[src/design/mpsm_pkg.sv]
// Shared types and constants for the multi-pattern span marker.
// Holds sizes, codes, the controller state type and the command/status bundles.
// No dependencies.
package mpsm_pkg;

  localparam int MAX_PATTERNS    = 4;
  localparam int MAX_PATTERN_LEN = 16;

  localparam int SLOT_W   = 2;                                   // slot field width
  localparam int POS_W    = 4;                                   // position field width
  localparam int LEN_W    = 5;                                   // length register width
  localparam int CNT_W    = 3;                                   // pattern_count width
  localparam int BYTE_W   = 8;
  localparam int MODE_W   = 2;
  localparam int KIND_W   = 2;
  localparam int IDX_W    = 3;                                   // config index width
  localparam int PEND_W   = $clog2(MAX_PATTERN_LEN + 1);         // pending count
  localparam int WIN_W    = $clog2(MAX_PATTERN_LEN);             // window index
  localparam int SCNT_W   = $clog2(MAX_PATTERNS + 1);            // slot scan counter
  localparam int SIDX_W   = $clog2(MAX_PATTERNS);                // slot index
  localparam int ADDR_W   = SIDX_W + WIN_W;
  localparam int STORE_DEPTH = MAX_PATTERNS * MAX_PATTERN_LEN;

  localparam logic [MODE_W-1:0] MODE_LOAD = 2'd0;
  localparam logic [MODE_W-1:0] MODE_TEXT = 2'd1;
  localparam logic [MODE_W-1:0] MODE_END  = 2'd2;

  localparam logic [IDX_W-1:0] REG_COUNT     = 3'd0;
  localparam logic [IDX_W-1:0] REG_LEN_ZERO  = 3'd1;
  localparam logic [IDX_W-1:0] REG_LEN_ONE   = 3'd2;
  localparam logic [IDX_W-1:0] REG_LEN_TWO   = 3'd3;
  localparam logic [IDX_W-1:0] REG_LEN_THREE = 3'd4;

  typedef enum logic [KIND_W-1:0] {
    KIND_BYTE  = 2'd0,
    KIND_OPEN  = 2'd1,
    KIND_CLOSE = 2'd2,
    KIND_EMPTY = 2'd3
  } kind_t;

  typedef enum logic [2:0] {
    ST_IDLE,
    ST_SLOT,
    ST_READ,
    ST_MARK,
    ST_REL,
    ST_FEND
  } state_t;

  typedef struct packed {
    logic capture;         // take the input item this cycle
    logic scan_init;       // restart the slot scan
    logic slot_skip;       // step past an ineligible slot
    logic slot_begin;      // start comparing the current slot
    logic read_issue;      // read one pattern byte
    logic mark_apply;      // finish the slot, mark on a hit
    logic rel_init_text;   // release the oldest window byte
    logic rel_init_flush;  // release every held byte
    logic emit_marker;
    logic emit_byte;
    logic emit_close_last;
    logic emit_empty_last;
    logic clear_text;
  } dp_cmd_t;

  typedef struct packed {
    logic out_free;
    logic slot_done;
    logic slot_ok;
    logic k_last;
    logic pending_full;
    logic pending_zero;
    logic rel_differs;
    logic rel_zero;
    logic span_open;
    logic flushing;
  } dp_status_t;

endpackage

[src/design/mpsm_datapath.sv]
// Datapath of the multi-pattern span marker: window, marks, pattern memory,
// config registers, compare logic and the output register.
// Depends on mpsm_pkg; driven by commands from mpsm_ctrl.
module mpsm_datapath (
  input  logic                            clk,
  input  logic                            rst,
  input  mpsm_pkg::dp_cmd_t               cmd,
  output mpsm_pkg::dp_status_t            status,
  input  logic [mpsm_pkg::MODE_W-1:0]     mode,
  input  logic [mpsm_pkg::SLOT_W-1:0]     slot,
  input  logic [mpsm_pkg::POS_W-1:0]      position,
  input  logic [mpsm_pkg::BYTE_W-1:0]     value,
  input  logic                            cfg_valid,
  output logic                            cfg_ready,
  input  logic [mpsm_pkg::IDX_W-1:0]      cfg_index,
  input  logic [mpsm_pkg::LEN_W-1:0]      cfg_data,
  output logic                            out_valid,
  input  logic                            out_stall,
  output logic [mpsm_pkg::KIND_W-1:0]     kind,
  output logic [mpsm_pkg::BYTE_W-1:0]     char_out,
  output logic                            last
);

  logic [mpsm_pkg::BYTE_W-1:0]          window [mpsm_pkg::MAX_PATTERN_LEN];
  logic [mpsm_pkg::MAX_PATTERN_LEN-1:0] marks;
  logic [mpsm_pkg::PEND_W-1:0]          pending;
  logic                                 span_open;
  logic                                 flushing;
  logic [mpsm_pkg::WIN_W-1:0]           rel_idx;

  logic [mpsm_pkg::CNT_W-1:0]           pattern_count;
  logic [mpsm_pkg::LEN_W-1:0]           lengths [mpsm_pkg::MAX_PATTERNS];

  logic [mpsm_pkg::BYTE_W-1:0]          store [mpsm_pkg::STORE_DEPTH];
  logic [mpsm_pkg::BYTE_W-1:0]          rdata;
  logic [mpsm_pkg::SCNT_W-1:0]          slot_cnt;
  logic [mpsm_pkg::WIN_W-1:0]           k;
  logic [mpsm_pkg::WIN_W-1:0]           cmp_idx;
  logic                                 cmp_valid;
  logic                                 hit_acc;

  logic [mpsm_pkg::CNT_W-1:0]           cnt_eff;
  logic [mpsm_pkg::LEN_W-1:0]           cur_len;
  logic [mpsm_pkg::LEN_W-1:0]           len_m1;
  logic                                 match_now;
  logic                                 hit_final;
  logic [mpsm_pkg::MAX_PATTERN_LEN-1:0] len_mask;
  logic                                 rel_mark;
  logic                                 any_emit;
  logic [mpsm_pkg::ADDR_W-1:0]          rd_addr;

  assign cfg_ready = 1'b1;

  assign cnt_eff = (pattern_count > mpsm_pkg::CNT_W'(mpsm_pkg::MAX_PATTERNS))
                   ? mpsm_pkg::CNT_W'(mpsm_pkg::MAX_PATTERNS) : pattern_count;
  assign cur_len   = lengths[slot_cnt[mpsm_pkg::SIDX_W-1:0]];
  assign len_m1    = cur_len - mpsm_pkg::LEN_W'(1);
  assign match_now = (rdata == window[cmp_idx]);
  assign hit_final = hit_acc && match_now;
  assign rel_mark  = marks[rel_idx];
  assign rd_addr   = {slot_cnt[mpsm_pkg::SIDX_W-1:0], k};
  assign any_emit  = cmd.emit_marker | cmd.emit_byte | cmd.emit_close_last |
                     cmd.emit_empty_last;

  always_comb begin
    for (int i = 0; i < mpsm_pkg::MAX_PATTERN_LEN; i++) begin
      len_mask[i] = (mpsm_pkg::LEN_W'(i) < cur_len);
    end
  end

  always_comb begin
    status.out_free     = !out_valid || !out_stall;
    status.slot_done    = (slot_cnt == mpsm_pkg::SCNT_W'(mpsm_pkg::MAX_PATTERNS));
    status.slot_ok      = (mpsm_pkg::CNT_W'(slot_cnt) < cnt_eff) &&
                          (cur_len != '0) &&
                          (cur_len <= mpsm_pkg::LEN_W'(mpsm_pkg::MAX_PATTERN_LEN)) &&
                          (mpsm_pkg::PEND_W'(cur_len) <= pending);
    status.k_last       = ({1'b0, k} == len_m1);
    status.pending_full = (pending == mpsm_pkg::PEND_W'(mpsm_pkg::MAX_PATTERN_LEN));
    status.pending_zero = (pending == '0);
    status.rel_differs  = (rel_mark != span_open);
    status.rel_zero     = (rel_idx == '0);
    status.span_open    = span_open;
    status.flushing     = flushing;
  end

  // configuration registers
  always_ff @(posedge clk) begin
    if (rst) begin
      pattern_count <= '0;
      for (int i = 0; i < mpsm_pkg::MAX_PATTERNS; i++) lengths[i] <= '0;
    end else if (cfg_valid && cfg_ready) begin
      case (cfg_index)
        mpsm_pkg::REG_COUNT:     pattern_count <= cfg_data[mpsm_pkg::CNT_W-1:0];
        mpsm_pkg::REG_LEN_ZERO:  lengths[0] <= cfg_data;
        mpsm_pkg::REG_LEN_ONE:   lengths[1] <= cfg_data;
        mpsm_pkg::REG_LEN_TWO:   lengths[2] <= cfg_data;
        mpsm_pkg::REG_LEN_THREE: lengths[3] <= cfg_data;
        default: ;
      endcase
    end
  end

  // pattern memory: one write port, one registered read port
  always_ff @(posedge clk) begin
    if (cmd.capture && mode == mpsm_pkg::MODE_LOAD &&
        int'(slot) < mpsm_pkg::MAX_PATTERNS &&
        int'(position) < mpsm_pkg::MAX_PATTERN_LEN) begin
      store[{slot[mpsm_pkg::SIDX_W-1:0], position[mpsm_pkg::WIN_W-1:0]}] <= value;
    end
    if (cmd.read_issue) begin
      rdata <= store[rd_addr];
    end
  end

  // scan counters and compare
  always_ff @(posedge clk) begin
    if (rst) begin
      slot_cnt  <= '0;
      k         <= '0;
      cmp_valid <= 1'b0;
      hit_acc   <= 1'b0;
      cmp_idx   <= '0;
    end else begin
      cmp_valid <= cmd.read_issue;
      if (cmd.scan_init) begin
        slot_cnt <= '0;
      end else if (cmd.slot_skip || cmd.mark_apply) begin
        slot_cnt <= slot_cnt + mpsm_pkg::SCNT_W'(1);
      end
      if (cmd.slot_begin) begin
        k       <= '0;
        hit_acc <= 1'b1;
      end else begin
        if (cmp_valid && !match_now) hit_acc <= 1'b0;
        if (cmd.read_issue) begin
          k       <= k + mpsm_pkg::WIN_W'(1);
          cmp_idx <= mpsm_pkg::WIN_W'(len_m1 - {1'b0, k});
        end
      end
    end
  end

  // window, marks, span state and output register
  always_ff @(posedge clk) begin
    if (rst || cmd.clear_text) begin
      for (int i = 0; i < mpsm_pkg::MAX_PATTERN_LEN; i++) window[i] <= '0;
      marks     <= '0;
      pending   <= '0;
      span_open <= 1'b0;
    end else begin
      if (cmd.capture && mode == mpsm_pkg::MODE_TEXT) begin
        for (int i = mpsm_pkg::MAX_PATTERN_LEN - 1; i > 0; i--) window[i] <= window[i-1];
        window[0] <= value;
        marks     <= {marks[mpsm_pkg::MAX_PATTERN_LEN-2:0], 1'b0};
        if (!status.pending_full) pending <= pending + mpsm_pkg::PEND_W'(1);
      end
      if (cmd.mark_apply && hit_final) begin
        marks <= marks | len_mask;
      end
      if (cmd.emit_marker) begin
        span_open <= !span_open;
      end
      if (cmd.emit_byte && !flushing) begin
        pending <= mpsm_pkg::PEND_W'(mpsm_pkg::MAX_PATTERN_LEN - 1);
      end
    end
  end

  always_ff @(posedge clk) begin
    if (rst) begin
      flushing <= 1'b0;
      rel_idx  <= '0;
    end else begin
      if (cmd.rel_init_text) begin
        flushing <= 1'b0;
        rel_idx  <= mpsm_pkg::WIN_W'(mpsm_pkg::MAX_PATTERN_LEN - 1);
      end else if (cmd.rel_init_flush) begin
        flushing <= 1'b1;
        rel_idx  <= mpsm_pkg::WIN_W'(pending - mpsm_pkg::PEND_W'(1));
      end else if (cmd.emit_byte && flushing) begin
        rel_idx  <= rel_idx - mpsm_pkg::WIN_W'(1);
      end
    end
  end

  always_ff @(posedge clk) begin
    if (rst) begin
      out_valid <= 1'b0;
    end else if (any_emit) begin
      out_valid <= 1'b1;
    end else if (!out_stall) begin
      out_valid <= 1'b0;
    end
  end

  always_ff @(posedge clk) begin
    if (cmd.emit_marker) begin
      kind     <= span_open ? mpsm_pkg::KIND_CLOSE : mpsm_pkg::KIND_OPEN;
      char_out <= '0;
      last     <= 1'b0;
    end else if (cmd.emit_byte) begin
      kind     <= mpsm_pkg::KIND_BYTE;
      char_out <= window[rel_idx];
      last     <= flushing && status.rel_zero && !span_open;
    end else if (cmd.emit_close_last) begin
      kind     <= mpsm_pkg::KIND_CLOSE;
      char_out <= '0;
      last     <= 1'b1;
    end else if (cmd.emit_empty_last) begin
      kind     <= mpsm_pkg::KIND_EMPTY;
      char_out <= '0;
      last     <= 1'b1;
    end
  end

`ifndef SYNTHESIS
  a_pending_range: assert property (@(posedge clk) disable iff (rst)
    pending <= mpsm_pkg::PEND_W'(mpsm_pkg::MAX_PATTERN_LEN))
    else $error("pending count beyond window depth");

  a_emit_needs_room: assert property (@(posedge clk) disable iff (rst)
    any_emit |-> (!out_valid || !out_stall))
    else $error("result loaded over a stalled result");

  a_one_emit: assert property (@(posedge clk) disable iff (rst)
    $onehot0({cmd.emit_marker, cmd.emit_byte, cmd.emit_close_last, cmd.emit_empty_last}))
    else $error("two results loaded in one cycle");

  a_text_release: assert property (@(posedge clk) disable iff (rst)
    (cmd.emit_byte && !flushing) |=>
      pending == mpsm_pkg::PEND_W'(mpsm_pkg::MAX_PATTERN_LEN - 1))
    else $error("text release did not drop pending count");
`endif

endmodule

[src/design/mpsm_ctrl.sv]
// Controller of the multi-pattern span marker: sequences capture, slot scan,
// byte release and end-of-text flush. Depends on mpsm_pkg; drives mpsm_datapath.
module mpsm_ctrl (
  input  logic                        clk,
  input  logic                        rst,
  input  logic                        in_valid,
  output logic                        in_stall,
  input  logic [mpsm_pkg::MODE_W-1:0] mode,
  input  mpsm_pkg::dp_status_t        status,
  output mpsm_pkg::dp_cmd_t           cmd
);

  mpsm_pkg::state_t state, state_next;

  always_ff @(posedge clk) begin
    if (rst) begin
      state <= mpsm_pkg::ST_IDLE;
    end else begin
      state <= state_next;
    end
  end

  always_comb begin
    state_next = state;
    cmd        = '0;
    in_stall   = 1'b1;
    case (state)
      mpsm_pkg::ST_IDLE: begin
        in_stall    = 1'b0;
        cmd.capture = in_valid;
        if (in_valid) begin
          case (mode)
            mpsm_pkg::MODE_TEXT: begin
              cmd.scan_init = 1'b1;
              state_next    = mpsm_pkg::ST_SLOT;
            end
            mpsm_pkg::MODE_END: begin
              if (status.pending_zero) begin
                state_next = mpsm_pkg::ST_FEND;
              end else begin
                cmd.rel_init_flush = 1'b1;
                state_next         = mpsm_pkg::ST_REL;
              end
            end
            default: ;  // loads finish in the datapath, unknown modes drop
          endcase
        end
      end
      mpsm_pkg::ST_SLOT: begin
        if (status.slot_done) begin
          if (status.pending_full) begin
            cmd.rel_init_text = 1'b1;
            state_next        = mpsm_pkg::ST_REL;
          end else begin
            state_next = mpsm_pkg::ST_IDLE;
          end
        end else if (status.slot_ok) begin
          cmd.slot_begin = 1'b1;
          state_next     = mpsm_pkg::ST_READ;
        end else begin
          cmd.slot_skip = 1'b1;
        end
      end
      mpsm_pkg::ST_READ: begin
        cmd.read_issue = 1'b1;
        if (status.k_last) state_next = mpsm_pkg::ST_MARK;
      end
      mpsm_pkg::ST_MARK: begin
        cmd.mark_apply = 1'b1;
        state_next     = mpsm_pkg::ST_SLOT;
      end
      mpsm_pkg::ST_REL: begin
        if (status.out_free) begin
          if (status.rel_differs) begin
            cmd.emit_marker = 1'b1;
          end else begin
            cmd.emit_byte = 1'b1;
            if (!status.flushing) begin
              state_next = mpsm_pkg::ST_IDLE;
            end else if (status.rel_zero) begin
              state_next = mpsm_pkg::ST_FEND;
            end
          end
        end
      end
      mpsm_pkg::ST_FEND: begin
        if (status.span_open || status.pending_zero) begin
          if (status.out_free) begin
            cmd.emit_close_last = status.span_open;
            cmd.emit_empty_last = !status.span_open;
            cmd.clear_text      = 1'b1;
            state_next          = mpsm_pkg::ST_IDLE;
          end
        end else begin
          cmd.clear_text = 1'b1;
          state_next     = mpsm_pkg::ST_IDLE;
        end
      end
      default: state_next = mpsm_pkg::ST_IDLE;
    endcase
  end

endmodule

[src/design/multi_pattern_span_marker.sv]
// Multi-pattern span marker: up to four dictionary patterns of up to 16 bytes
// are loaded one byte per item; text bytes stream through a 16-byte window and
// every byte covered by a pattern occurrence is wrapped in open/close span
// results. A load item is written straight into the pattern memory. A text
// byte enters the window, then each slot is skipped or compared byte by byte
// (the pattern memory gives one byte per cycle); once the window is full the
// oldest byte is released, after an open/close result if its marking differs.
// End of text releases every held byte the same way and ends on a last result
// (final byte, close or empty). Output stalls delay the release; a finished
// result waits in the output register while the next item enters.
// Depends on mpsm_pkg, mpsm_ctrl and mpsm_datapath.
module multi_pattern_span_marker (
  input  logic                        clk,
  input  logic                        rst,
  input  logic                        in_valid,
  output logic                        in_stall,
  input  logic [mpsm_pkg::MODE_W-1:0] mode,
  input  logic [mpsm_pkg::SLOT_W-1:0] slot,
  input  logic [mpsm_pkg::POS_W-1:0]  position,
  input  logic [mpsm_pkg::BYTE_W-1:0] value,
  input  logic                        cfg_valid,
  output logic                        cfg_ready,
  input  logic [mpsm_pkg::IDX_W-1:0]  cfg_index,
  input  logic [mpsm_pkg::LEN_W-1:0]  cfg_data,
  output logic                        out_valid,
  input  logic                        out_stall,
  output logic [mpsm_pkg::KIND_W-1:0] kind,
  output logic [mpsm_pkg::BYTE_W-1:0] char_out,
  output logic                        last
);

  mpsm_pkg::dp_cmd_t    cmd;
  mpsm_pkg::dp_status_t status;

  mpsm_ctrl u_ctrl (
    .clk      (clk),
    .rst      (rst),
    .in_valid (in_valid),
    .in_stall (in_stall),
    .mode     (mode),
    .status   (status),
    .cmd      (cmd)
  );

  mpsm_datapath u_datapath (
    .clk       (clk),
    .rst       (rst),
    .cmd       (cmd),
    .status    (status),
    .mode      (mode),
    .slot      (slot),
    .position  (position),
    .value     (value),
    .cfg_valid (cfg_valid),
    .cfg_ready (cfg_ready),
    .cfg_index (cfg_index),
    .cfg_data  (cfg_data),
    .out_valid (out_valid),
    .out_stall (out_stall),
    .kind      (kind),
    .char_out  (char_out),
    .last      (last)
  );

endmodule

[config.mk]
export PLATFORM = sky130hd
export DESIGN_NAME = multi_pattern_span_marker
export DESIGN_NICKNAME = d
export VERILOG_FILES = /design/src/design/mpsm_pkg.sv /design/src/design/mpsm_datapath.sv /design/src/design/mpsm_ctrl.sv /design/src/design/multi_pattern_span_marker.sv
export SDC_FILE = /design/constraint.sdc
export NUM_CORES = 1
export LEC_CHECK = 0
export ABC_AREA = 1
export BUFFER_PORTS_ARGS = -buffer_cell sky130_fd_sc_hd__buf_2
export CORE_AREA = 2 2 263 265
export CTS_CLUSTER_DIAMETER = 150
export DETAILED_ROUTE_END_ITERATION = 16
export DIE_AREA = 0 0 265 267
export PLACE_DENSITY = 0.61
export SKIP_LAST_GASP = 1
export SLEW_MARGIN = 0
export SYNTH_ARGS = -nofsm -noshare
export SYNTH_HDL_FRONTEND = slang
export SYNTH_SLANG_ARGS = --single-unit
[constraint.sdc]
create_clock -name clk -period 15.1 [get_ports clk]
set_input_delay 3.775 -clock clk [delete_from_list [all_inputs] [get_ports clk]]
set_output_delay 3.775 -clock clk [all_outputs]
set_load 0.005 [all_outputs]
==> summary.txt <==
Required @ worst endpoint: 15.35 ns
Cell area after synthesis: 0.0324 sq mm
Max-slew violation count: 0
First-pass GRT wire length: 133000 microns
Area growth syn-to-layout: 10.8%
Initial antenna violation count: 2
Total design power: 5.88 mW
Gpl congestion: 0.887
IO Port Bufs: 41
EDFF count, synth: 670
Grt ovf: 0
Slew at the pin closest to its max-slew limit: 1.21 ns
CTS resizes: 0
Setup Fix Bufs, Post-CTS: 0
# IOs: 43
Max Cap Viol: 0
H-Tree Depth: 3
Residual DRC: 0
Setup TNS: 0 ns
Reg clk slew, reported paths: 0.06 ns
F_max: 0.158 GHz
Final worst path period share: 41.8%
Synthesized Nets: 3138
Cells after synthesis: 3085
Layout Skew: 0.0231 ns
Initial DRC Count: 2575
#FFs+latches synth: 736
Most common cell after layout, fill and taps aside: edfxtp_1
Deepest clock path buffer count: 3
Crit path arrival time: 6.56 ns
Via count: 23400
Slew headroom: 19.2%
CTS tree: done
Max VDD drop: 0.123 mV
Dpl hpwl: 52000 microns
Clock Latency Late Sink: 0.64 ns
Die Width: 265 microns
Die H: 267 microns
Rows: 96
P_leak: 12.8 nW
Die ar.: 0.0708 sq mm
Post-synthesis async set-or-reset flop share: 0%
CTS sink cnt: 736
Initial Utilization: 47.6%
Unique masters post-synth: 46
Worst Setup End Kind: register
Hold Path Class: reg2reg
Share of layout cells above drive strength 1: 6.83%
DR vias/cell: 5.85
Vias in the first global route: 22700
Total GRT Usage: 24.4%
Worst-path fanout max: 68
Layout net count: 3107
Root Buffer: clkbuf_16
Most frequent cells in the layout: edfxtp_1, nor2_1, o21ai_0, nand2_1, inv_1
Largest net degree at the start of global routing: 130
Status: completed
Syn avg cell area: 10.5 sq um
Core area: 0.0680 sq mm
Crit path launch type: primary input
Detail Route Antenna Nets: 0
Final min period: 6.31 ns
Final WL: 87000 microns
Hold buffers post-CTS: 0
Synth Warn #: 0
DR pass1 iterations: 6
WL/cell: 21.7 microns
Sequential-to-total area share from yosys stat: 66.3%
Setup violators final: 0
Cell Pwr Density: 164 mW/mm^2
Num CTS Buffers: 79
RSZ-0062 raised after global routing: false
Final hold vios: 0
Critical path class: in2reg
Synth Flop Type: edfxtp_1
-- through the flow --
stage / worst slack [ns] / hold slack (ns) / instance area (sq um) / cells / utilization [%]
after global routing: 8.58 / 0.477 / 35900 / 4001 / 52.8
after CTS: 8.86 / 0.465 / 35900 / 3999 / 52.7
final: 8.79 / 0.465 / 35900 / 4001 / 52.8
after floorplan: 7.57 / 0.439 / 32400 / 3085 / -
after global placement: 8.31 / 0.450 / 33100 / 3855 / 48.7
after detailed placement: 8.20 / 0.456 / 33100 / 3855 / 48.7
-- registers in the layout, summed over array words and instances (netlist names), named ones only --
register,flops
u_datapath.last,1
u_datapath.kind,2
u_datapath.rel_idx,4
u_datapath.store,512
u_datapath.lengths,20
u_ctrl.state,3
u_datapath.out_valid,1
u_datapath.flushing,1
u_datapath.rdata,8
u_datapath.hit_acc,1
u_datapath.cmp_idx,4
u_datapath.pattern_count,3
u_datapath.slot_cnt,3
u_datapath.marks,16
u_datapath.span_open,1
u_datapath.window,128
u_datapath.cmp_valid,1
u_datapath.k,4
u_datapath.pending,5
u_datapath.char_out,8
-- final cells by class --
cell class                 count  area (sq um)
antenna                        2          5.00
sequential                   736         21500
tap                          882          1100
clock buffer                  95          2060
inverter                     240           912
timing repair buffer          72           440
fill                        5912         32100
clock inverter                49           661
multi-input combinational   1925          9230
-- path summary, 6_finish.rpt --
check	from	to	slack [ns]	cells past startpoint
worst max-delay path	rst	u_datapath.window[8][2]	8.79	6
worst min-delay path	u_datapath.char_out[0]	u_datapath.char_out[0]	0.46	2
worst max register to register	u_datapath.k[0]	u_datapath.rdata[5]	10.67	8
worst min register to register	u_datapath.char_out[0]	u_datapath.char_out[0]	0.46	2
-- cell families (layout without fill, tap and decap cells) --
kind of cell	count (synthesis)	after routing	synth area share, %
adders and majority gates	24	24	0.951
buffers and inverters	424	456	5.22
other	1	3	0.0116
DFF	736	736	66.3
AOI/OAI and AO/OA	749	749	13.0
xor gates and xnor gates	8	8	0.217
and+or+nand+nor	1143	1143	14.3
-- power breakdown --
part           total [mW]  internal (mW)  switching, mW  leakage, nW
sequential           2.44           2.34          0.102         6.76
combinational        1.40          0.409          0.986         4.70
clock                2.04           1.23          0.806         1.33
-- per-layer routing --
metal | GRT usage, % | part of all wire (%)
met1 | 32.1 | 42
met2 | 41.3 | 49
met3 | 3.81 | 6.9
met4 | 8.00 | 2.9
met5 | 0 | 0
-- cells in the mapped netlist, drive strengths merged (9+ instances only) --
cell / count / area share [%]
a21oi: 108 / 1.7
buf: 60 / 0.99
clkbuf: 124 / 1.4
dfxtp: 66 / 4.1
edfxtp: 670 / 62
ha: 23 / 0.89
inv: 236 / 2.7
nand2: 304 / 3.5
nand3: 188 / 2.9
nand4: 18 / 0.35
nor2: 621 / 7.3
nor3: 9 / 0.15
o211ai: 26 / 0.62
o21ai: 411 / 6.4
o221ai: 25 / 0.68
o22ai: 138 / 2.7
o311ai: 16 / 0.43
-- worst max-delay path, stage by stage --
cell and delay, ns:
buf_2 0.21, clkinv_1 0.49, nand2_1 0.35, nor2_1 0.18, inv_4 0.66, buf_4 0.76
(Power assumes the default switching activity.)
